**src/adaptive_lif_neuron_step_defines.svh**
```systemverilog
// Assertion macros shared by the adaptive LIF neuron RTL.
// Included by files that check their own logic; no other dependencies.
`ifndef ADAPTIVE_LIF_NEURON_STEP_DEFINES_SVH
`define ADAPTIVE_LIF_NEURON_STEP_DEFINES_SVH

`ifndef NO_ASSERTIONS

// Same-cycle implication, sampled on clk and disabled during reset.
`define ALIF_ASSERT_IMP(label, ante, cons) \
  label: assert property (@(posedge clk) disable iff (!rst_n) (ante) |-> (cons)) \
    else $error("alif assertion failed");

// Next-cycle implication, sampled on clk and disabled during reset.
`define ALIF_ASSERT_NXT(label, ante, cons) \
  label: assert property (@(posedge clk) disable iff (!rst_n) (ante) |=> (cons)) \
    else $error("alif assertion failed");

`else

`define ALIF_ASSERT_IMP(label, ante, cons)
`define ALIF_ASSERT_NXT(label, ante, cons)

`endif

`endif

```
**src/alif_pkg.sv**
```systemverilog
// Types, register indexes, reset values and the saturation helper of the
// adaptive LIF neuron. No dependencies.
`default_nettype none

package alif_pkg;

  localparam int CFG_W          = 32;
  localparam int CFG_IDX_W      = 3;
  localparam int INTERVAL_OUT_W = 32;

  typedef enum logic [CFG_IDX_W-1:0] {
    REG_DRIVE_MEAN     = 3'd0,
    REG_TIME_STEP      = 3'd1,
    REG_ADAPT_DECAY    = 3'd2,
    REG_ADAPT_JUMP     = 3'd3,
    REG_NOISE_GAIN     = 3'd4,
    REG_FIRE_THRESHOLD = 3'd5
  } cfg_reg_t;

  localparam logic [31:0] RST_DRIVE_MEAN     = 32'd33554432;
  localparam logic [24:0] RST_TIME_STEP      = 25'd3355;
  localparam logic [24:0] RST_ADAPT_DECAY    = 25'd1678;
  localparam logic [31:0] RST_ADAPT_JUMP     = 32'd16777216;
  localparam logic [30:0] RST_NOISE_GAIN     = 31'd0;
  localparam logic [31:0] RST_FIRE_THRESHOLD = 32'd16777216;

  typedef struct packed {
    logic [31:0] drive_mean;
    logic [24:0] time_step;
    logic [24:0] adapt_decay;
    logic [31:0] adapt_jump;
    logic [30:0] noise_gain;
    logic [31:0] fire_threshold;
  } alif_cfg_t;

  typedef struct packed {
    logic                      spiked;
    logic [INTERVAL_OUT_W-1:0] interval_ticks;
    logic [31:0]               membrane;
    logic [31:0]               adaptation;
  } alif_res_t;

  // Clamp a widened sum to the signed 32-bit range.
  function automatic logic signed [31:0] sat32(input logic signed [39:0] x);
    logic signed [31:0] r;
    if (x > 40'sd2147483647) begin
      r = 32'sh7FFFFFFF;
    end else if (x < -40'sd2147483648) begin
      r = 32'sh80000000;
    end else begin
      r = x[31:0];
    end
    return r;
  endfunction

endpackage

`default_nettype wire

```
**src/alif_cfg.sv**
```systemverilog
// Configuration register file of the adaptive LIF neuron.
// Depends on alif_pkg for register indexes, reset values and alif_cfg_t.
`default_nettype none

module alif_cfg
  import alif_pkg::*;
(
  input  wire logic                 clk,
  input  wire logic                 rst_n,
  input  wire logic                 cfg_we,
  input  wire logic [CFG_IDX_W-1:0] cfg_index,
  input  wire logic [CFG_W-1:0]     cfg_wdata,
  output alif_cfg_t                 cfg
);

  alif_cfg_t cfg_r;
  alif_cfg_t cfg_nxt;

  always_comb begin
    cfg_nxt = cfg_r;
    if (cfg_we) begin
      unique case (cfg_index)
        REG_DRIVE_MEAN:     cfg_nxt.drive_mean     = cfg_wdata;
        REG_TIME_STEP:      cfg_nxt.time_step      = cfg_wdata[24:0];
        REG_ADAPT_DECAY:    cfg_nxt.adapt_decay    = cfg_wdata[24:0];
        REG_ADAPT_JUMP:     cfg_nxt.adapt_jump     = cfg_wdata;
        REG_NOISE_GAIN:     cfg_nxt.noise_gain     = cfg_wdata[30:0];
        REG_FIRE_THRESHOLD: cfg_nxt.fire_threshold = cfg_wdata;
        default:            cfg_nxt = cfg_r;
      endcase
    end
  end

  always_ff @(posedge clk) begin
    if (!rst_n) begin
      cfg_r.drive_mean     <= RST_DRIVE_MEAN;
      cfg_r.time_step      <= RST_TIME_STEP;
      cfg_r.adapt_decay    <= RST_ADAPT_DECAY;
      cfg_r.adapt_jump     <= RST_ADAPT_JUMP;
      cfg_r.noise_gain     <= RST_NOISE_GAIN;
      cfg_r.fire_threshold <= RST_FIRE_THRESHOLD;
    end else begin
      cfg_r <= cfg_nxt;
    end
  end

  assign cfg = cfg_r;

endmodule

`default_nettype wire

```
**config.mk**
```make
export PLATFORM = sky130hd
export DESIGN_NAME = alif_cfg
export DESIGN_NICKNAME = d
export VERILOG_FILES = /design/src/adaptive_lif_neuron_step_defines.svh /design/src/alif_pkg.sv /design/src/alif_cfg.sv
export SDC_FILE = /design/constraint.sdc
export NUM_CORES = 1
export LEC_CHECK = 0
export BUFFER_PORTS_ARGS = -buffer_cell sky130_fd_sc_hd__buf_2
export CAP_MARGIN = 25
export CELL_PAD_IN_SITES_DETAIL_PLACEMENT = 1
export CELL_PAD_IN_SITES_GLOBAL_PLACEMENT = 1
export CORE_MARGIN = 2
export CORE_UTILIZATION = 34
export DETAILED_ROUTE_END_ITERATION = 8
export PLACE_DENSITY_LB_ADDON = 0.3
export SYNTH_ARGS = -nofsm -noshare
export SYNTH_HDL_FRONTEND = slang
export SYNTH_SLANG_ARGS = --single-unit
```
**constraint.sdc**
```tcl
create_clock -name clk -period 1.3 [get_ports clk]
set_input_delay 0.195 -clock clk [delete_from_list [all_inputs] [get_ports clk]]
set_output_delay 0.195 -clock clk [all_outputs]
set_load 0.01 [all_outputs]
```
==> reports/results.tsv, run 1 <==
metric	value	unit
most frequent cells in the layout	sky130_fd_sc_hd__buf_2, sky130_fd_sc_hd__nand2_1, sky130_fd_sc_hd__mux2i_1, sky130_fd_sc_hd__dfxtp_1, sky130_fd_sc_hd__nor2b_1	
initial core utilization	34.8	%
clock period minus final worst setup slack	1120	ps
maximum vdd ir drop	0.803	mV
pin count of the biggest net entering global routing	52	
number of placement rows	50	
Pwr Density	1320	nW/um^2
max_cap viols	0	
arrival time reported for the critical path endpoint	930	ps
clk root buf	sky130_fd_sc_hd__clkbuf_16	
Resize count post-CTS	0	
total overflow reported by the global router	0	
hold worst-path end	cfg[124]	
Post-layout nets	879	
Post-Layout Inst Area	8670	um^2
number of vias in the routed layout	5111	
via count of the first global-routing pass	5349	
CTS hold repair buffers	0	
fill cell count	2157	
portion of the post-synthesis area used by sequential elements	54.0	%
Hold Crit Depth	3	
ANT nets after route	0	
max reg flops	177	
Setup Fix Bufs, Post-CTS	0	
routability cong.	0.749	
mean area per synthesized cell	10.5	um^2
list of cells traversed by the critical path	buf_2	
Unique masters post-synth	13	
total cell area at the placement stage	8100	um^2
TritonCTS clock tree	done	
type of the worst setup path	reg2out	
achievable frequency	892	MHz
worst slack at placement	-53.3	ps
Critical Path Max Stage Delay	360	ps
post-synthesis register bit count	177	
width of the die	143	um
first-pass GRT wire length	28800	um
final critical-path share of the clock period	86.2	%
commonest non-fill, non-tap cell in the layout	sky130_fd_sc_hd__buf_2	
global-route total usage across every layer	18.2	%
static leakage	0.00448	uW
I/O pin total	215	
required time of the worst setup path	1110	ps
type of destination of the critical path	output pin	
clock sink count	177	
count of synthesis-stage warnings from yosys	0	
DP Wirelength	13100	um
Vias per Instance	4.59	
CP max FO	2	
RSZ-0062 raised after global routing	no	
kind of start point of the critical path	flip-flop	
CTS H-Tree Depth	4	
family with the most delay on the worst path	flip-flops	
total count of max-transition violations in the final report	0	
Antenna Cells	0	
clock transition at the register clock pins on the worst setup and hold paths after CTS	70	ps
routed length per placed instance	16.4	um
worst reg2reg path depth	2	
final hold violations	0	
slowest cell on the critical path	sky130_fd_sc_hd__dfxtp_1	
layout cell share with drive strength beyond 1	32.3	%
initial antenna violation count	1	
start of the worst register-to-register path	cfg[96]	
Max Clock Skew	0	ps
full die area	20400	um^2
worst-case clock buffer depth	2	
total wire length	18300	um
total nets after synthesis	664	
setup slack of the worst register-to-register path	670	ps
outcome	finished, final reports clean	
area overhead of the layout relative to synthesis	32.2	%
Reg2Reg Capture Point	cfg[96]	
first-pass iteration count of the detailed router	4	
number of instances in the synthesized netlist	626	
class of the tightest hold or removal check	in2reg	
Clk Latency, worst-skew pair	410	ps
count of input and output buffers	214	
CORE AREA	18800	um^2
Inserted Clock Buffers	17	
die span in y	143	um
hold path startpoint	cfg_wdata[4]	
post-route worst setup slack	179	ps
total DRC errors in the routed layout	0	
Netlist Area Pre-Place	6560	um^2
Final Setup Violations	0	
Iter 0 DRT Violations	163	
Design Power	11400	uW
buffers plus inverters on the worst setup path	1	
slew at the pin with the worst max-slew slack	277	ps
worst-case headroom to the max-slew limit	81.4	%
==> Yosys cell counts <==
master                        n  area (um^2)
sky130_fd_sc_hd__buf_2       10         50.1
sky130_fd_sc_hd__mux2i_1    177         1770
sky130_fd_sc_hd__nor2b_1     28          175
sky130_fd_sc_hd__buf_6        5         56.3
sky130_fd_sc_hd__clkbuf_1    18         67.6
sky130_fd_sc_hd__and4bb_2     1         12.5
sky130_fd_sc_hd__buf_4       11         82.6
sky130_fd_sc_hd__nand4b_1     2         17.5
sky130_fd_sc_hd__and4bb_1     1         12.5
sky130_fd_sc_hd__nor4b_4      1         23.8
sky130_fd_sc_hd__nand4bb_1    2         22.5
sky130_fd_sc_hd__dfxtp_1    177         3540
sky130_fd_sc_hd__nand2_1    193          724
==> cell type report <==
cell class | count | area, um^2 | area share, %
flip-flops and latches | 177 | 3540 | 40.9
multi-input cells | 405 | 2780 | 32.1
repair buffers | 240 | 1450 | 16.7
clock buffers | 19 | 443 | 5.11
well taps | 260 | 325 | 3.75
clock inverters | 13 | 129 | 1.49
==> cell families (layout without fill, tap and decap cells) <==
kind of cell | count (synthesis) | after routing | share of synthesized area, %
buffers and inverters | 44 | 272 | 3.91
flip-flops | 177 | 177 | 54.0
multiplexers | 177 | 177 | 27.0
AND/OR/NAND/NOR | 228 | 228 | 15.1
==> metal layers <==
layer  GRT usage, %  routed length, um  up-vias
met3           6.37               1230       15
met4           4.53                153        2
met5              0                 11        -
met2           31.4               8880      139
li1               -                  -     2501
met1           21.6               8020     2454
==> metrics by stage <==
stage	setup TNS, ps	instances	hold WS [ps]	util (%)
finish	0	1114	52.2	46.0
global route	0	1114	60.5	46.0
CTS	0	1114	35.2	46.0
detailed placement	-100	1082	446	43.0
global placement	0	1082	439	43.0
floorplan	0	626	361	-
==> worst max path at each step <==
stage / startpoint / end / slack (ps) / cells past startpoint
3_5_place_dp: cfg_index[1] / cfg[152] / -50 / 4
4_1_cts: cfg[167] / cfg[167] / 150 / 1
2_1_floorplan: cfg_index[0] / cfg[166] / 80 / 4
5_1_grt: cfg[64] / cfg[64] / 130 / 1
6_report: cfg[145] / cfg[145] / 180 / 1
3_3_place_gp: cfg_index[1] / cfg[150] / 40 / 4
==> where the power goes <==
| part | switching (uW) | total [uW] | internal, uW |
|---|---|---|---|
| clock | 2260 | 5000 | 2740 |
| sequential | 59.0 | 5600 | 5540 |
| combinational | 478 | 824 | 346 |
Note: power is estimated with default switching activity, not from simulation.
==> run 2: changes to the inputs <==
--- a/config.mk
+++ b/config.mk
@@ -10,7 +10,7 @@
 export CELL_PAD_IN_SITES_DETAIL_PLACEMENT = 1
 export CELL_PAD_IN_SITES_GLOBAL_PLACEMENT = 1
 export CORE_MARGIN = 2
-export CORE_UTILIZATION = 34
+export CORE_UTILIZATION = 38
 export DETAILED_ROUTE_END_ITERATION = 8
 export PLACE_DENSITY_LB_ADDON = 0.3
 export SYNTH_ARGS = -nofsm -noshare
==> constraint.sdc (replaced) <==
create_clock -name clk -period 1.1 [get_ports clk]
set_input_delay 0.165 -clock clk [delete_from_list [all_inputs] [get_ports clk]]
set_output_delay 0.165 -clock clk [all_outputs]
set_load 0.01 [all_outputs]
==> run 2 against run 1 <==
Compared with the run above:
- sequential power grew 19%
- final area grew 1.4%
- first-iteration DRC count shrank 1.8%
- power grew 19%
- sequential share of layout area grew 0.61 points
- clock power grew 20%
- final cell count shrank 3.1%
- combinational power grew 18%
- wire length grew 3.3%
==> reports/results.tsv, run 2 (synthesis results as in run 1) <==
metric	value	unit	change
ANT nets after route	0		unchanged
Vias per Instance	4.78		was 4.59
Post-Layout Inst Area	8790	um^2	was 8670 um^2
initial core utilization	38.5	%	was 34.8%
via count of the first global-routing pass	5492		was 5349
CTS hold repair buffers	0		unchanged
pin count of the biggest net entering global routing	57		was 52
number of placement rows	48		was 50
CTS H-Tree Depth	4		unchanged
Inserted Clock Buffers	17		unchanged
Clk Latency, worst-skew pair	420	ps	was 410 ps
max reg flops	177		unchanged
number of vias in the routed layout	5157		was 5111
max_cap viols	0		unchanged
portion of total power attributed to sequential cells	48.7	%	was 49.0%
count of input and output buffers	214		unchanged
Post-layout nets	879		unchanged
initial antenna violation count	0		was 1
slew at the pin with the worst max-slew slack	417	ps	was 277 ps
slowest cell on the critical path	sky130_fd_sc_hd__dfxtp_1		unchanged
clock period minus final worst setup slack	1070	ps	
combinational group share of total power	7.1	%	was 7.2%
clock transition at the register clock pins on the worst setup and hold paths after CTS	70	ps	about the same
count of placed standard cells including taps	1047		was 1082
worst-case clock buffer depth	2		unchanged
CP max FO	2		unchanged
post-route worst setup slack	27.5	ps	was 179 ps
buffers plus inverters on the worst setup path	1		unchanged
I/O pin total	215		unchanged
static leakage	0.00452	uW	was 0.00448 uW
final critical-path share of the clock period	97.5	%	
list of cells traversed by the critical path	buf_2		unchanged
Final Setup Violations	0		unchanged
clock sink count	177		unchanged
final hold violations	0		unchanged
area overhead of the layout relative to synthesis	34.0	%	was 32.2%
achievable frequency	932	MHz	
class of the tightest hold or removal check	in2reg		unchanged
total wire length	18900	um	was 18300 um
global-route total usage across every layer	20.6	%	was 18.2%
family with the most delay on the worst path	flip-flops		unchanged
worst slack at placement	-191	ps	was -53.3 ps
total cell area at the placement stage	8020	um^2	was 8100 um^2
reported net switching power	3190	uW	was 2800 uW
total overflow reported by the global router	0		unchanged
full die area	18300	um^2	was 20400 um^2
clk root buf	sky130_fd_sc_hd__clkbuf_16		unchanged
number of cells in the finished layout apart from fillers	1080		was 1114
utilization of the core after routing	51.5	%	was 46.0%
layout cell share with drive strength beyond 1	41.8	%	was 32.3%
Pwr Density	1550	nW/um^2	was 1320 nW/um^2
Max Clock Skew	0	ps	unchanged
fill cell count	1927		was 2157
Setup Fix Bufs, Post-CTS	0		unchanged
total count of max-transition violations in the final report	0		unchanged
setup slack of the worst register-to-register path	450	ps	was 670 ps
first-pass iteration count of the detailed router	4		unchanged
routability cong.	0.723		was 0.749
DP Wirelength	13700	um	was 13100 um
outcome	finished, final reports clean		unchanged
clock group share of total power	44.2	%	was 43.8%
type of the worst setup path	reg2out		unchanged
Resize count post-CTS	20		was 0
Internal Pwr Total	10500	uW	was 8620 uW
first-pass GRT wire length	29200	um	was 28800 um
required time of the worst setup path	940	ps	was 1110 ps
Critical Path Max Stage Delay	340	ps	was 360 ps
type of destination of the critical path	output pin		unchanged
CORE AREA	17100	um^2	was 18800 um^2
die span in y	135	um	was 143 um
routed length per placed instance	17.5	um	was 16.4 um
worst-case headroom to the max-slew limit	72.2	%	was 81.4%
switch share	23.4	%	was 24.5%
TritonCTS clock tree	done		unchanged
kind of start point of the critical path	flip-flop		unchanged
width of the die	135	um	was 143 um
total DRC errors in the routed layout	0		unchanged
most frequent cells in the layout	sky130_fd_sc_hd__nand2_1, sky130_fd_sc_hd__buf_2, sky130_fd_sc_hd__mux2i_1		was sky130_fd_sc_hd__buf_2, sky130_fd_sc_hd__nand2_1, sky130_fd_sc_hd__mux2i_1, sky130_fd_sc_hd__dfxtp_1, sky130_fd_sc_hd__nor2b_1
arrival time reported for the critical path endpoint	910	ps	was 930 ps
maximum vdd ir drop	1.08	mV	was 0.803 mV
Iter 0 DRT Violations	160		was 163
-- run 2: cell count changes in the layout (fill, tap and decap cells not counted), sizes merged --
cell	before	now
clkinvlp	3	2
bufinv	1	2
clkinv	4	5
diode	0	1
clkbuf	19	20
inv	5	3
-- run 2: final timing paths --
path | start | to | cells past startpoint
worst max-delay path | cfg[120] | cfg[120] | 1
worst min-delay path | cfg_wdata[4] | cfg[124] | 3
worst max register to register | cfg[90] | cfg[90] | 2
worst min register to register | cfg[67] | cfg[67] | 2
-- run 2: per-layer routing --
layer	vias to the layer above	track usage, %	routed length (um)
li1	2503	-	-
met1	2493	22.9	7600
met2	141	37.4	9790
met3	20	6.10	1180
met4	0	7.23	320
met5	-	0	0
-- run 2: per-stage QoR --
step	hold slack, ps	TNS, ps	total power [uW]
after floorplan	331	-1970	7300
after global placement	441	-9220	7700
after detailed placement	453	-17450	7740
after CTS	9.04	0	13800
after global routing	27.7	-0.213	14200
final	20.2	0	13600
-- run 2: power groups by stage --
stage / Sequential [uW] / Combinational [uW] / Clock, uW
final: 6640 / 975 / 6020
after global routing: 6650 / 1060 / 6460
after CTS: 6630 / 977 / 6170
after detailed placement: 6770 / 973 / 0
after global placement: 6760 / 935 / 0
after floorplan: 6830 / 467 / 0
-- run 2: cell type report --
cell class | count | area, um^2 | share of cell area (%)
multi-input combinational | 405 | 2780 | 31.7
antenna | 1 | 2.50 | 0.0285
sequential | 177 | 3640 | 41.5
tap | 225 | 282 | 3.20
clock inverter | 12 | 130 | 1.48
clock buffer | 20 | 457 | 5.20
timing repair buffer | 240 | 1490 | 17.0
